--- config.mk ---
export PLATFORM = sky130hd
export DESIGN_NAME = fp_integer_power_core
export DESIGN_NICKNAME = d
export VERILOG_FILES = /design/src/hdl/fpip_pkg.sv /design/src/hdl/fpip_fpu.sv /design/src/hdl/fp_integer_power_core.sv
export SDC_FILE = /design/constraint.sdc
export NUM_CORES = 2
export LEC_CHECK = 0
export BUFFER_PORTS_ARGS = -buffer_cell sky130_fd_sc_hd__buf_2
export CORE_ASPECT_RATIO = 0.6
export CORE_MARGIN = 1
export CORE_UTILIZATION = 50
export CTS_CLUSTER_SIZE = 24
export DETAILED_ROUTE_END_ITERATION = 12
export PLACE_DENSITY = 0.63
export SLEW_MARGIN = 30
export SYNTH_ARGS = -nofsm -noshare
export SYNTH_HDL_FRONTEND = slang
export SYNTH_SLANG_ARGS = --single-unit
export TNS_END_PERCENT = 100
--- constraint.sdc ---
create_clock -name clk -period 12.84 [get_ports clk]
set_input_delay 2.568 -clock clk [delete_from_list [all_inputs] [get_ports clk]]
set_output_delay 2.568 -clock clk [all_outputs]
set_load 0.05 [all_outputs]
--- src/hdl/fpip_pkg.sv ---
// Shared types and constants for the floating-point integer power block.
package fpip_pkg;

  localparam int unsigned EXP_BITS_DEF = 32;

  localparam logic [63:0] ONE_BITS     = 64'h3FF0_0000_0000_0000;
  localparam logic [63:0] POS_INF_BITS = 64'h7FF0_0000_0000_0000;
  localparam logic [63:0] NEG_INF_BITS = 64'hFFF0_0000_0000_0000;
  localparam logic [63:0] DEF_NAN_BITS = 64'hFFF8_0000_0000_0000;
  localparam logic [63:0] QUIET_BIT    = 64'h0008_0000_0000_0000;

  typedef enum logic [0:0] {
    FOP_MUL = 1'b0,
    FOP_RCP = 1'b1
  } fop_t;

  typedef struct packed {
    logic        start;
    fop_t        op;
    logic [63:0] a;
    logic [63:0] b;
  } fpu_req_t;

  typedef struct packed {
    logic        done;
    logic [63:0] res;
  } fpu_rsp_t;

endpackage

--- src/hdl/fpip_fpu.sv ---
// Shared multi-cycle binary64 unit: multiply and reciprocal, round to nearest even.
module fpip_fpu (
  input  logic               clk,
  input  logic               rst_n,
  input  fpip_pkg::fpu_req_t req,
  output fpip_pkg::fpu_rsp_t rsp
);

  typedef enum logic [6:0] {
    U_IDLE  = 7'b0000001,
    U_MUL   = 7'b0000010,
    U_DPRE  = 7'b0000100,
    U_DIV   = 7'b0001000,
    U_LNORM = 7'b0010000,
    U_RNORM = 7'b0100000,
    U_ROUND = 7'b1000000
  } ust_t;

  ust_t                st_r, st_nxt;
  logic [52:0]         ma_r, ma_nxt, mb_r, mb_nxt;
  logic signed [13:0]  eb_r, eb_nxt, x_r, x_nxt;
  logic                sgn_r, sgn_nxt;
  logic [105:0]        m_r, m_nxt;
  logic [53:0]         rem_r, rem_nxt;
  logic [55:0]         q_r, q_nxt;
  logic [5:0]          cnt_r, cnt_nxt;
  logic [63:0]         res_r, res_nxt;
  logic                done_r, done_nxt;

  logic [10:0] ea_f, eb_f;
  logic        a_nan, b_nan, a_inf, b_inf, a_zero, b_zero;
  logic [26:0] pa, pb;
  logic [53:0] pp;
  logic [105:0] pp_sh;
  logic        dbit;
  logic [53:0] rem_sub;
  logic [52:0] mant;
  logic        grd, stk, inc;
  logic [53:0] sum;
  logic signed [13:0] xo;
  logic [10:0] efld;
  logic [51:0] ffld;

  assign ea_f   = req.a[62:52];
  assign eb_f   = req.b[62:52];
  assign a_nan  = (ea_f == 11'h7FF) && (req.a[51:0] != '0);
  assign b_nan  = (eb_f == 11'h7FF) && (req.b[51:0] != '0);
  assign a_inf  = (ea_f == 11'h7FF) && (req.a[51:0] == '0);
  assign b_inf  = (eb_f == 11'h7FF) && (req.b[51:0] == '0);
  assign a_zero = (req.a[62:0] == '0);
  assign b_zero = (req.b[62:0] == '0);

  assign pa    = cnt_r[1] ? {1'b0, ma_r[52:27]} : ma_r[26:0];
  assign pb    = cnt_r[0] ? {1'b0, mb_r[52:27]} : mb_r[26:0];
  assign pp    = pa * pb;
  assign pp_sh = {52'b0, pp} << (7'(cnt_r[1]) * 7'd27 + 7'(cnt_r[0]) * 7'd27);

  assign dbit    = (rem_r >= {1'b0, mb_r});
  assign rem_sub = dbit ? (rem_r - {1'b0, mb_r}) : rem_r;

  assign mant = m_r[105:53];
  assign grd  = m_r[52];
  assign stk  = |m_r[51:0];
  assign inc  = grd & (stk | mant[0]);
  assign sum  = {1'b0, mant} + 54'(inc);

  always_comb begin
    xo   = x_r;
    ffld = sum[51:0];
    efld = '0;
    if (sum[53]) begin
      xo   = x_r + 14'sd1;
      ffld = sum[52:1];
    end
    if (sum[53] || sum[52]) begin
      efld = xo[10:0];
    end
  end

  always_comb begin
    st_nxt   = st_r;
    ma_nxt   = ma_r;
    mb_nxt   = mb_r;
    eb_nxt   = eb_r;
    x_nxt    = x_r;
    sgn_nxt  = sgn_r;
    m_nxt    = m_r;
    rem_nxt  = rem_r;
    q_nxt    = q_r;
    cnt_nxt  = cnt_r;
    res_nxt  = res_r;
    done_nxt = 1'b0;
    case (st_r)
      U_IDLE: begin
        if (req.start) begin
          if (req.op == fpip_pkg::FOP_MUL) begin
            sgn_nxt = req.a[63] ^ req.b[63];
            if (a_nan) begin
              res_nxt  = req.a | fpip_pkg::QUIET_BIT;
              done_nxt = 1'b1;
            end else if (b_nan) begin
              res_nxt  = req.b | fpip_pkg::QUIET_BIT;
              done_nxt = 1'b1;
            end else if (a_inf || b_inf) begin
              res_nxt  = (a_zero || b_zero) ? fpip_pkg::DEF_NAN_BITS :
                         {req.a[63] ^ req.b[63], fpip_pkg::POS_INF_BITS[62:0]};
              done_nxt = 1'b1;
            end else if (a_zero || b_zero) begin
              res_nxt  = {req.a[63] ^ req.b[63], 63'b0};
              done_nxt = 1'b1;
            end else begin
              ma_nxt  = {ea_f != '0, req.a[51:0]};
              mb_nxt  = {eb_f != '0, req.b[51:0]};
              x_nxt   = 14'($signed({3'b0, (ea_f == '0) ? 11'd1 : ea_f})) +
                        14'($signed({3'b0, (eb_f == '0) ? 11'd1 : eb_f})) - 14'sd1022;
              m_nxt   = '0;
              cnt_nxt = '0;
              st_nxt  = U_MUL;
            end
          end else begin
            sgn_nxt = req.b[63];
            if (b_nan) begin
              res_nxt  = req.b | fpip_pkg::QUIET_BIT;
              done_nxt = 1'b1;
            end else if (b_inf) begin
              res_nxt  = {req.b[63], 63'b0};
              done_nxt = 1'b1;
            end else if (b_zero) begin
              res_nxt  = {req.b[63], fpip_pkg::POS_INF_BITS[62:0]};
              done_nxt = 1'b1;
            end else begin
              mb_nxt = {eb_f != '0, req.b[51:0]};
              eb_nxt = 14'($signed({3'b0, (eb_f == '0) ? 11'd1 : eb_f}));
              st_nxt = U_DPRE;
            end
          end
        end
      end
      U_MUL: begin
        m_nxt   = m_r + pp_sh;
        cnt_nxt = cnt_r + 6'd1;
        if (cnt_r == 6'd3) begin
          st_nxt = U_LNORM;
        end
      end
      U_DPRE: begin
        if (!mb_r[52]) begin
          mb_nxt = {mb_r[51:0], 1'b0};
          eb_nxt = eb_r - 14'sd1;
        end else begin
          x_nxt   = 14'sd2046 - eb_r;
          rem_nxt = 54'd1 << 52;
          q_nxt   = '0;
          cnt_nxt = '0;
          st_nxt  = U_DIV;
        end
      end
      U_DIV: begin
        rem_nxt = {rem_sub[52:0], 1'b0};
        q_nxt   = {q_r[54:0], dbit};
        cnt_nxt = cnt_r + 6'd1;
        if (cnt_r == 6'd55) begin
          m_nxt  = {q_r[54:0], dbit, 49'b0, rem_sub != '0};
          st_nxt = U_LNORM;
        end
      end
      U_LNORM: begin
        if (!m_r[105]) begin
          m_nxt = {m_r[104:0], 1'b0};
          x_nxt = x_r - 14'sd1;
        end else if (x_r < -14'sd60) begin
          m_nxt  = {105'b0, 1'b1};
          x_nxt  = 14'sd1;
          st_nxt = U_ROUND;
        end else if (x_r < 14'sd1) begin
          st_nxt = U_RNORM;
        end else begin
          st_nxt = U_ROUND;
        end
      end
      U_RNORM: begin
        if (x_r < 14'sd1) begin
          m_nxt = {1'b0, m_r[105:2], m_r[1] | m_r[0]};
          x_nxt = x_r + 14'sd1;
        end else begin
          st_nxt = U_ROUND;
        end
      end
      U_ROUND: begin
        if (xo > 14'sd2046) begin
          res_nxt = {sgn_r, fpip_pkg::POS_INF_BITS[62:0]};
        end else begin
          res_nxt = {sgn_r, efld, ffld};
        end
        done_nxt = 1'b1;
        st_nxt   = U_IDLE;
      end
      default: st_nxt = U_IDLE;
    endcase
  end

  always_ff @(posedge clk) begin
    if (!rst_n) begin
      st_r   <= U_IDLE;
      done_r <= 1'b0;
    end else begin
      st_r   <= st_nxt;
      done_r <= done_nxt;
    end
    ma_r  <= ma_nxt;
    mb_r  <= mb_nxt;
    eb_r  <= eb_nxt;
    x_r   <= x_nxt;
    sgn_r <= sgn_nxt;
    m_r   <= m_nxt;
    rem_r <= rem_nxt;
    q_r   <= q_nxt;
    cnt_r <= cnt_nxt;
    res_r <= res_nxt;
  end

  assign rsp.done = done_r;
  assign rsp.res  = res_r;

endmodule

--- src/hdl/fp_integer_power_core.sv ---
// Top level: square-and-multiply sequencer around the shared floating-point unit.
//
//  channel | handshake            | payload
//  in      | in_tvalid/in_tready  | in_tdata: base_bits, exponent
//  out     | out_tvalid/out_tready| out_tdata: power_bits
//
// One transaction at a time; in_tready is high only when the block is idle.
// Sequence: a leading-zero scan of the exponent, then squares and multiplies by the
// base, and a final reciprocal for negative exponents, all through the one shared
// unit; subnormal operands or results add a step per normalization shift.
// Zero bases, a base of one and zero exponents are offered the cycle after acceptance.
// The result is held in out_tdata until taken. Synchronous active-low reset.
module fp_integer_power_core #(
  parameter int unsigned EXP_BITS = fpip_pkg::EXP_BITS_DEF
) (
  input  logic                                   clk,
  input  logic                                   rst_n,
  input  logic                                   in_tvalid,
  output logic                                   in_tready,
  // [63:0] base_bits, [64+EXP_BITS-1:64] exponent
  input  logic [((64 + EXP_BITS + 7) / 8) * 8 - 1:0] in_tdata,
  output logic                                   out_tvalid,
  input  logic                                   out_tready,
  // [63:0] power_bits
  output logic [63:0]                            out_tdata
);

  localparam int unsigned CW = $clog2(EXP_BITS);

  typedef enum logic [7:0] {
    C_IDLE = 8'b00000001,
    C_FIND = 8'b00000010,
    C_STEP = 8'b00000100,
    C_SQW  = 8'b00001000,
    C_MBW  = 8'b00010000,
    C_DIVW = 8'b00100000,
    C_OUT  = 8'b01000000,
    C_ISS  = 8'b10000000
  } cst_t;

  cst_t                st_r, st_nxt;
  logic [63:0]         x_r, x_nxt, acc_r, acc_nxt, res_r, res_nxt;
  logic [EXP_BITS-1:0] sh_r, sh_nxt;
  logic [CW-1:0]       cnt_r, cnt_nxt;
  logic                neg_r, neg_nxt;
  fpip_pkg::fpu_req_t  req_r, req_nxt;
  fpip_pkg::fpu_rsp_t  rsp;

  logic [63:0]         in_base;
  logic [EXP_BITS-1:0] in_exp, in_mag;

  assign in_base = in_tdata[63:0];
  assign in_exp  = in_tdata[64 +: EXP_BITS];
  assign in_mag  = in_exp[EXP_BITS-1] ? (~in_exp + 1'b1) : in_exp;

  fpip_fpu u_fpu (
    .clk   (clk),
    .rst_n (rst_n),
    .req   (req_r),
    .rsp   (rsp)
  );

  always_comb begin
    st_nxt    = st_r;
    x_nxt     = x_r;
    acc_nxt   = acc_r;
    res_nxt   = res_r;
    sh_nxt    = sh_r;
    cnt_nxt   = cnt_r;
    neg_nxt   = neg_r;
    req_nxt   = req_r;
    req_nxt.start = 1'b0;
    case (st_r)
      C_IDLE: begin
        if (in_tvalid) begin
          x_nxt   = in_base;
          acc_nxt = in_base;
          neg_nxt = in_exp[EXP_BITS-1];
          sh_nxt  = in_mag;
          cnt_nxt = CW'(EXP_BITS - 1);
          if (in_base[62:0] == '0) begin
            res_nxt = '0;
            st_nxt  = C_OUT;
          end else if (in_base == fpip_pkg::ONE_BITS || in_mag == '0) begin
            res_nxt = fpip_pkg::ONE_BITS;
            st_nxt  = C_OUT;
          end else begin
            st_nxt = C_FIND;
          end
        end
      end
      C_FIND: begin
        if (sh_r[EXP_BITS-1]) begin
          st_nxt = C_STEP;
        end else begin
          sh_nxt  = {sh_r[EXP_BITS-2:0], 1'b0};
          cnt_nxt = cnt_r - 1'b1;
        end
      end
      C_STEP: begin
        if (cnt_r == '0) begin
          if (!neg_r) begin
            res_nxt = acc_r;
            st_nxt  = C_OUT;
          end else if (acc_r[62:0] == '0) begin
            res_nxt = {acc_r[63], fpip_pkg::POS_INF_BITS[62:0]};
            st_nxt  = C_OUT;
          end else begin
            req_nxt = '{start: 1'b1, op: fpip_pkg::FOP_RCP, a: fpip_pkg::ONE_BITS, b: acc_r};
            st_nxt  = C_DIVW;
          end
        end else begin
          sh_nxt  = {sh_r[EXP_BITS-2:0], 1'b0};
          cnt_nxt = cnt_r - 1'b1;
          req_nxt = '{start: 1'b1, op: fpip_pkg::FOP_MUL, a: acc_r, b: acc_r};
          st_nxt  = C_SQW;
        end
      end
      C_SQW: begin
        if (rsp.done) begin
          acc_nxt = rsp.res;
          st_nxt  = sh_r[EXP_BITS-1] ? C_ISS : C_STEP;
        end
      end
      C_ISS: begin
        req_nxt = '{start: 1'b1, op: fpip_pkg::FOP_MUL, a: acc_r, b: x_r};
        st_nxt  = C_MBW;
      end
      C_MBW: begin
        if (rsp.done) begin
          acc_nxt = rsp.res;
          st_nxt  = C_STEP;
        end
      end
      C_DIVW: begin
        if (rsp.done) begin
          res_nxt = rsp.res;
          st_nxt  = C_OUT;
        end
      end
      C_OUT: begin
        if (out_tready) begin
          st_nxt = C_IDLE;
        end
      end
      default: st_nxt = C_IDLE;
    endcase
  end

  always_ff @(posedge clk) begin
    if (!rst_n) begin
      st_r        <= C_IDLE;
      req_r.start <= 1'b0;
    end else begin
      st_r        <= st_nxt;
      req_r.start <= req_nxt.start;
    end
    req_r.op <= req_nxt.op;
    req_r.a  <= req_nxt.a;
    req_r.b  <= req_nxt.b;
    x_r   <= x_nxt;
    acc_r <= acc_nxt;
    res_r <= res_nxt;
    sh_r  <= sh_nxt;
    cnt_r <= cnt_nxt;
    neg_r <= neg_nxt;
  end

  assign in_tready  = (st_r == C_IDLE);
  assign out_tvalid = (st_r == C_OUT);
  assign out_tdata  = res_r;

endmodule

---- Word level (Yosys, flattened, before mapping) ----
Cells that the tools add are included.
storage, ports and cells
  flip-flop bits (word level) ............. 796
  output and inout bits ................... 66
operators by class
  order comparisons ....................... 4
  reductions and logical operators ........ 55
  eq/ne operators ......................... 58
  add/subtract/negate cells ............... 13
  shifts and indexed selects .............. 1
  multiplexer cells ....................... 136
  bitwise operators ....................... 10
  multipliers ............................. 3
operators by type and width
  kind                    count
  $mux W64                18
  $mux W106               10
  $mux W53                10
  $pmux W106 S5           1
  $mux W130               3
  $pmux W130 S2           1
  $pmux W64 S2            2
  $logic_not A63 Y1       4
  $mux W14                17
  $pmux W64 S3            1
  $mux W7                 20
  $mux W32                4
  $pmux W55 S2            1
  $mux W54                2
  $pmux W54 S2            1
  $add A106 B106 Y106     1
  $pmux W53 S2            1
  $shl A54 B7 Y106        1
  $logic_not A52 Y1       2
  $reduce_bool A52 Y1     2
  $pmux W32 S3            1
  $eq A64 B62 Y1 const B  1
  $mux W8                 8
  $pmux W8 S8             1
  other kinds (82)        167

---- Longest topological paths before layout ----
  depth in word-level cells ............... 11
  depth in mapped cells ................... 47
  mapped depth without buffers ............ 42

---- Cells and area by module ----
A second synthesis with hierarchy kept.
second synthesis, totals
  cells, all modules ...................... 8119
  area, all modules ....................... 75473.6 um^2
modules (own cells, without submodules)
  module                 area each (um^2)  cells each  times used
  fpip_fpu               59809.9           7045        1
  fp_integer_power_core  15663.8           1074        1

---- Worst setup path after synthesis ----
No wires, ideal clock.
  kind .................................... register to register
  start ................................... register u_fpu.cnt_r[0]
  end ..................................... register u_fpu.m_r[93] (data pin)
  arrival ................................. 11.217 ns
  required time ........................... 12.574 ns
  path slack .............................. 1.357 ns
  clock period less this slack ............ 11.483 ns
  stages on the path, launching flop included .. 45
  cell sequence ........................... edfxtp_1 clkbuf_1 clkbuf_1 clkbuf_1 nand2_1 o21ai_1 clkbuf_1 nand2_1 fa_1 fa_1 inv_1 fa_1 inv_1 fa_1 inv_1 fa_1 fa_1 inv_1 [9 not listed] or3_4 mux4_2 mux2_2 a211oi_1 nor3_1 a21o_1 ha_1 and3_1 nand3_1 or3_1 nor4_1 a2111oi_2 o41ai_2 a311o_1 a31oi_1 o21ai_1 xnor2_1 o21ai_1
between the ends
  cells in the longest elaborated chain, start to end .. 5
  elaborated cells on any way between the ends .. 7
ends and longest elaborated chain
  element                                                   line                            text
  from (decl)                                               fpip_fpu.sv:26                  logic [5:0] cnt_r, cnt_nxt;
  from (signal assigned)                                    fpip_fpu.sv:218                 cnt_r <= cnt_nxt;
  $mux W27 / $mul A1 B5 Y6 (equally long branches)          fpip_fpu.sv:54, fpip_fpu.sv:56
  $mul A27 B27 Y54 / $add A6 B6 Y7 (equally long branches)  fpip_fpu.sv:55, fpip_fpu.sv:56
  $shl A54 B7 Y106 (*)                                      fpip_fpu.sv:56                  assign pp_sh = {52'b0, pp} << (7'(cnt_r[1]) * 7'd27 + 7'(cnt_r[0]) * 7'd27);
  $add A106 B106 Y106 (*)                                   fpip_fpu.sv:140                 m_nxt = m_r + pp_sh;
  $pmux W106 S5 (*)                                         fpip_fpu.sv:93                  case (st_r)
  via u_fpu.m_nxt[93]                                       fpip_fpu.sv:23                  logic [105:0] m_r, m_nxt;
  to (signal assigned)                                      fpip_fpu.sv:215                 m_r <= m_nxt;
  to (decl)                                                 fpip_fpu.sv:23
The timed path passes the listed nets; every way through them passes the cells marked *.
A chain may end at the register's enable or synchronous reset.

---- Final worst setup path ----
  start ................................... register u_fpu.cnt_r[0]
  end ..................................... register u_fpu.m_r[105] (data pin)
Same word-level chain as after synthesis.

==> results.json <==
{
  "clock_sinks": 795,
  "synth_cell_types": 105,
  "ios": 166,
  "final.setup.tns_ns": 0,
  "post-route-cell-area_mm2": 0.0827,
  "cp_max_fo": 44,
  "cts_tree": "done",
  "route.antenna.remaining_nets": 0,
  "drc": 0,
  "worst-setup-path-type": "register to register",
  "postCtsSetupBuffers": 0,
  "clockBufferDepth": 3,
  "clock_latency_ns": 0.71,
  "initial_core_util": 0.506,
  "crit_required_ns": 13.39,
  "fin_cells": 10300,
  "grt_pass1_wl_um": 435000,
  "worstPathArrival_ns": 13.00,
  "ys_ff_latch": 795,
  "antenna_found_initial": 10,
  "drive_gt1_frac": 0.109,
  "hold_buffers": 0,
  "period_share": 0.970,
  "yosysSeqAreaShare": 0.317,
  "wire_per_inst_um": 29.1,
  "die_h_um": 302,
  "numCtsBuffers": 80,
  "via_count": 65900,
  "num_rows": 109,
  "grt-ovfl-total": 0,
  "mostFrequentLayoutCells": "nand2_1, inv_1, edfxtp_1",
  "period_minus_slack_ns": 12.45,
  "async_reset_ff_frac": 0,
  "die_area_mm2": 0.151,
  "wl_um": 300000,
  "maxCapViolCount": 0,
  "htree_levels": 3,
  "yosys_warnings": 0,
  "netlist_instances": 8041,
  "max_stage_delay_ns": 0.61,
  "synth_area_per_cell_um2": 9.31,
  "max_slew_margin": 0.241,
  "dpl.cell_count": 10100,
  "grt_use_total": 0.395,
  "initialDrtViolationCount": 9453,
  "clkTransAtPathRegs_ns": 0.06,
  "syn2layout_area_growth_pct": 10.4,
  "dp_hpwl_um": 236000,
  "hp-class": "register to register",
  "portBuffers": 165,
  "critPathLaunchType": "register",
  "die_w_um": 502,
  "gr-usage-met2": 0.505,
  "synth_nets": 9156,
  "final_common_cell": "nand2_1",
  "synth.cell_area_mm2": 0.0749,
  "setup_viol": 0,
  "finalHoldViolCount": 0,
  "clk_root_buffer_cell": "clkbuf_16",
  "slew_violations": 0,
  "grt_max_degree": 106,
  "grt_use_met1": 0.608,
  "cts_resized": 0,
  "status": "finished clean",
  "cp-end-kind": "register",
  "rsz0062_at_grt": "false",
  "worst_pin_slew_ns": 1.13,
  "coreArea_mm2": 0.148,
  "grtUsageMet3": 0.147,
  "fin_util": 0.559,
  "nets": 9349,
  "drt-pass1-iter-count": 6,
  "fin_worst_skew_ns": 0.0503,
  "synthFlopType": "edfxtp_1",
  "place_area_mm2": 0.0798,
  "detail_route.vias_per_cell": 6.40,
  "gp_congestion": 1.04,
  "grt-busiest-layer": "met1",
  "grt_pass1_vias": 62100,
  "timing.fmax_mhz": 80.3,
  "synth_enable_flop_cells": 778,
  "critPathSlowestCell": "fa_1"
}
-- synth_stat cells (41+ instances only) --
library cell | n | area (um2)
clkbuf_1 | 386 | 1450
inv_1 | 869 | 3260
nand2_1 | 1044 | 3920
o21bai_1 | 48 | 360
a31oi_1 | 41 | 257
fa_1 | 627 | 12600
a21o_1 | 117 | 878
nor3_1 | 82 | 410
xnor2_1 | 179 | 1570
and3_1 | 114 | 713
nand3_1 | 120 | 601
mux2i_1 | 74 | 741
o31ai_1 | 78 | 586
o21a_1 | 49 | 368
nor2_1 | 615 | 2310
o22ai_1 | 73 | 457
nor4_1 | 115 | 719
xor2_1 | 164 | 1440
a221oi_1 | 64 | 561
ha_1 | 388 | 4850
a22o_1 | 116 | 1020
a22oi_1 | 55 | 413
a211oi_1 | 54 | 405
o21ai_0 | 393 | 1970
a21oi_1 | 463 | 2320
nand4_1 | 94 | 588
nor2b_1 | 45 | 282
edfxtp_1 | 778 | 23400
mux2_2 | 103 | 1160
and2_1 | 173 | 1080
-- registers in the layout, summed over array words and instances, names as in the netlist, 6 cells and up --
| name | cells |
|---|---|
| u_fpu.st_r | 7 |
| out_tdata | 64 |
| u_fpu.ma_r | 53 |
| u_fpu.mb_r | 53 |
| x_r | 64 |
| u_fpu.eb_r | 14 |
| u_fpu.rem_r | 53 |
| u_fpu.cnt_r | 6 |
| u_fpu.res_r | 64 |
| u_fpu.q_r | 55 |
| st_r | 8 |
| u_fpu.m_r | 106 |
| acc_r | 64 |
| u_fpu.x_r | 14 |
| req_r | 130 |
| sh_r | 32 |
-- final timing paths --
path	start	to	slack (ns)	cells after the start
worst min-delay path	req_r[94]$_DFFE_PP_	u_fpu.ma_r[30]$_DFFE_PP_	0.48	0
worst max-delay path	u_fpu.cnt_r[0]$_SDFFCE_PN0P_	u_fpu.m_r[105]$_DFFE_PP_	0.39	45
worst min register to register	req_r[94]$_DFFE_PP_	u_fpu.ma_r[30]$_DFFE_PP_	0.48	0
worst max register to register	u_fpu.cnt_r[0]$_SDFFCE_PN0P_	u_fpu.m_r[105]$_DFFE_PP_	0.39	45
-- worst max-delay path: cells and delay by family, from the launching register on --
family                     cells  cell delay, ns
AOI/OAI and AO/OA             12            2.81
xor gates and xnor gates       1            0.50
adders and majority gates      9            4.38
buffers and inverters         15            2.50
DFF                            1            0.45
and+or+nand+nor                8            1.60
-- cells by family after synthesis --
family	Yosys count	synth area share
DFF	795	0.317
AOI/OAI and AO/OA	1799	0.156
muxes	185	0.0278
and+or+nand+nor	2581	0.160
xor gates and xnor gates	343	0.0401
buffers and inverters	1323	0.0669
adders and majority gates	1015	0.233
-- layer usage --
layer  vias up  share of wire  wire, um
met5         -        0.00025        76
met4        10          0.034     10100
met3       539           0.15     46100
met2      4316           0.37    111000
met1     32700           0.44    132000
li1      28300              -         -
-- final cells by class --
cell class,instances,area [um2]
multi-input cells,5923,46500
fillers,13400,65300
clock inverters,46,616
flip-flops and latches,795,23700
clock buffers,97,2090
well taps,1998,2500
repair buffers,561,3980
inverters,873,3280
diodes,3,7.51
-- per-stage QoR --
stage	hold slack (ns)	setup slack [ns]
floorplan	0.428	1.36
global placement	0.478	0.371
detailed placement	0.468	0.356
CTS	0.481	0.274
global route	0.497	0.00576
finish	0.482	0.390
Power is not shown: default switching activity piles up to over one toggle a cycle in this logic, so the estimate is an artifact.
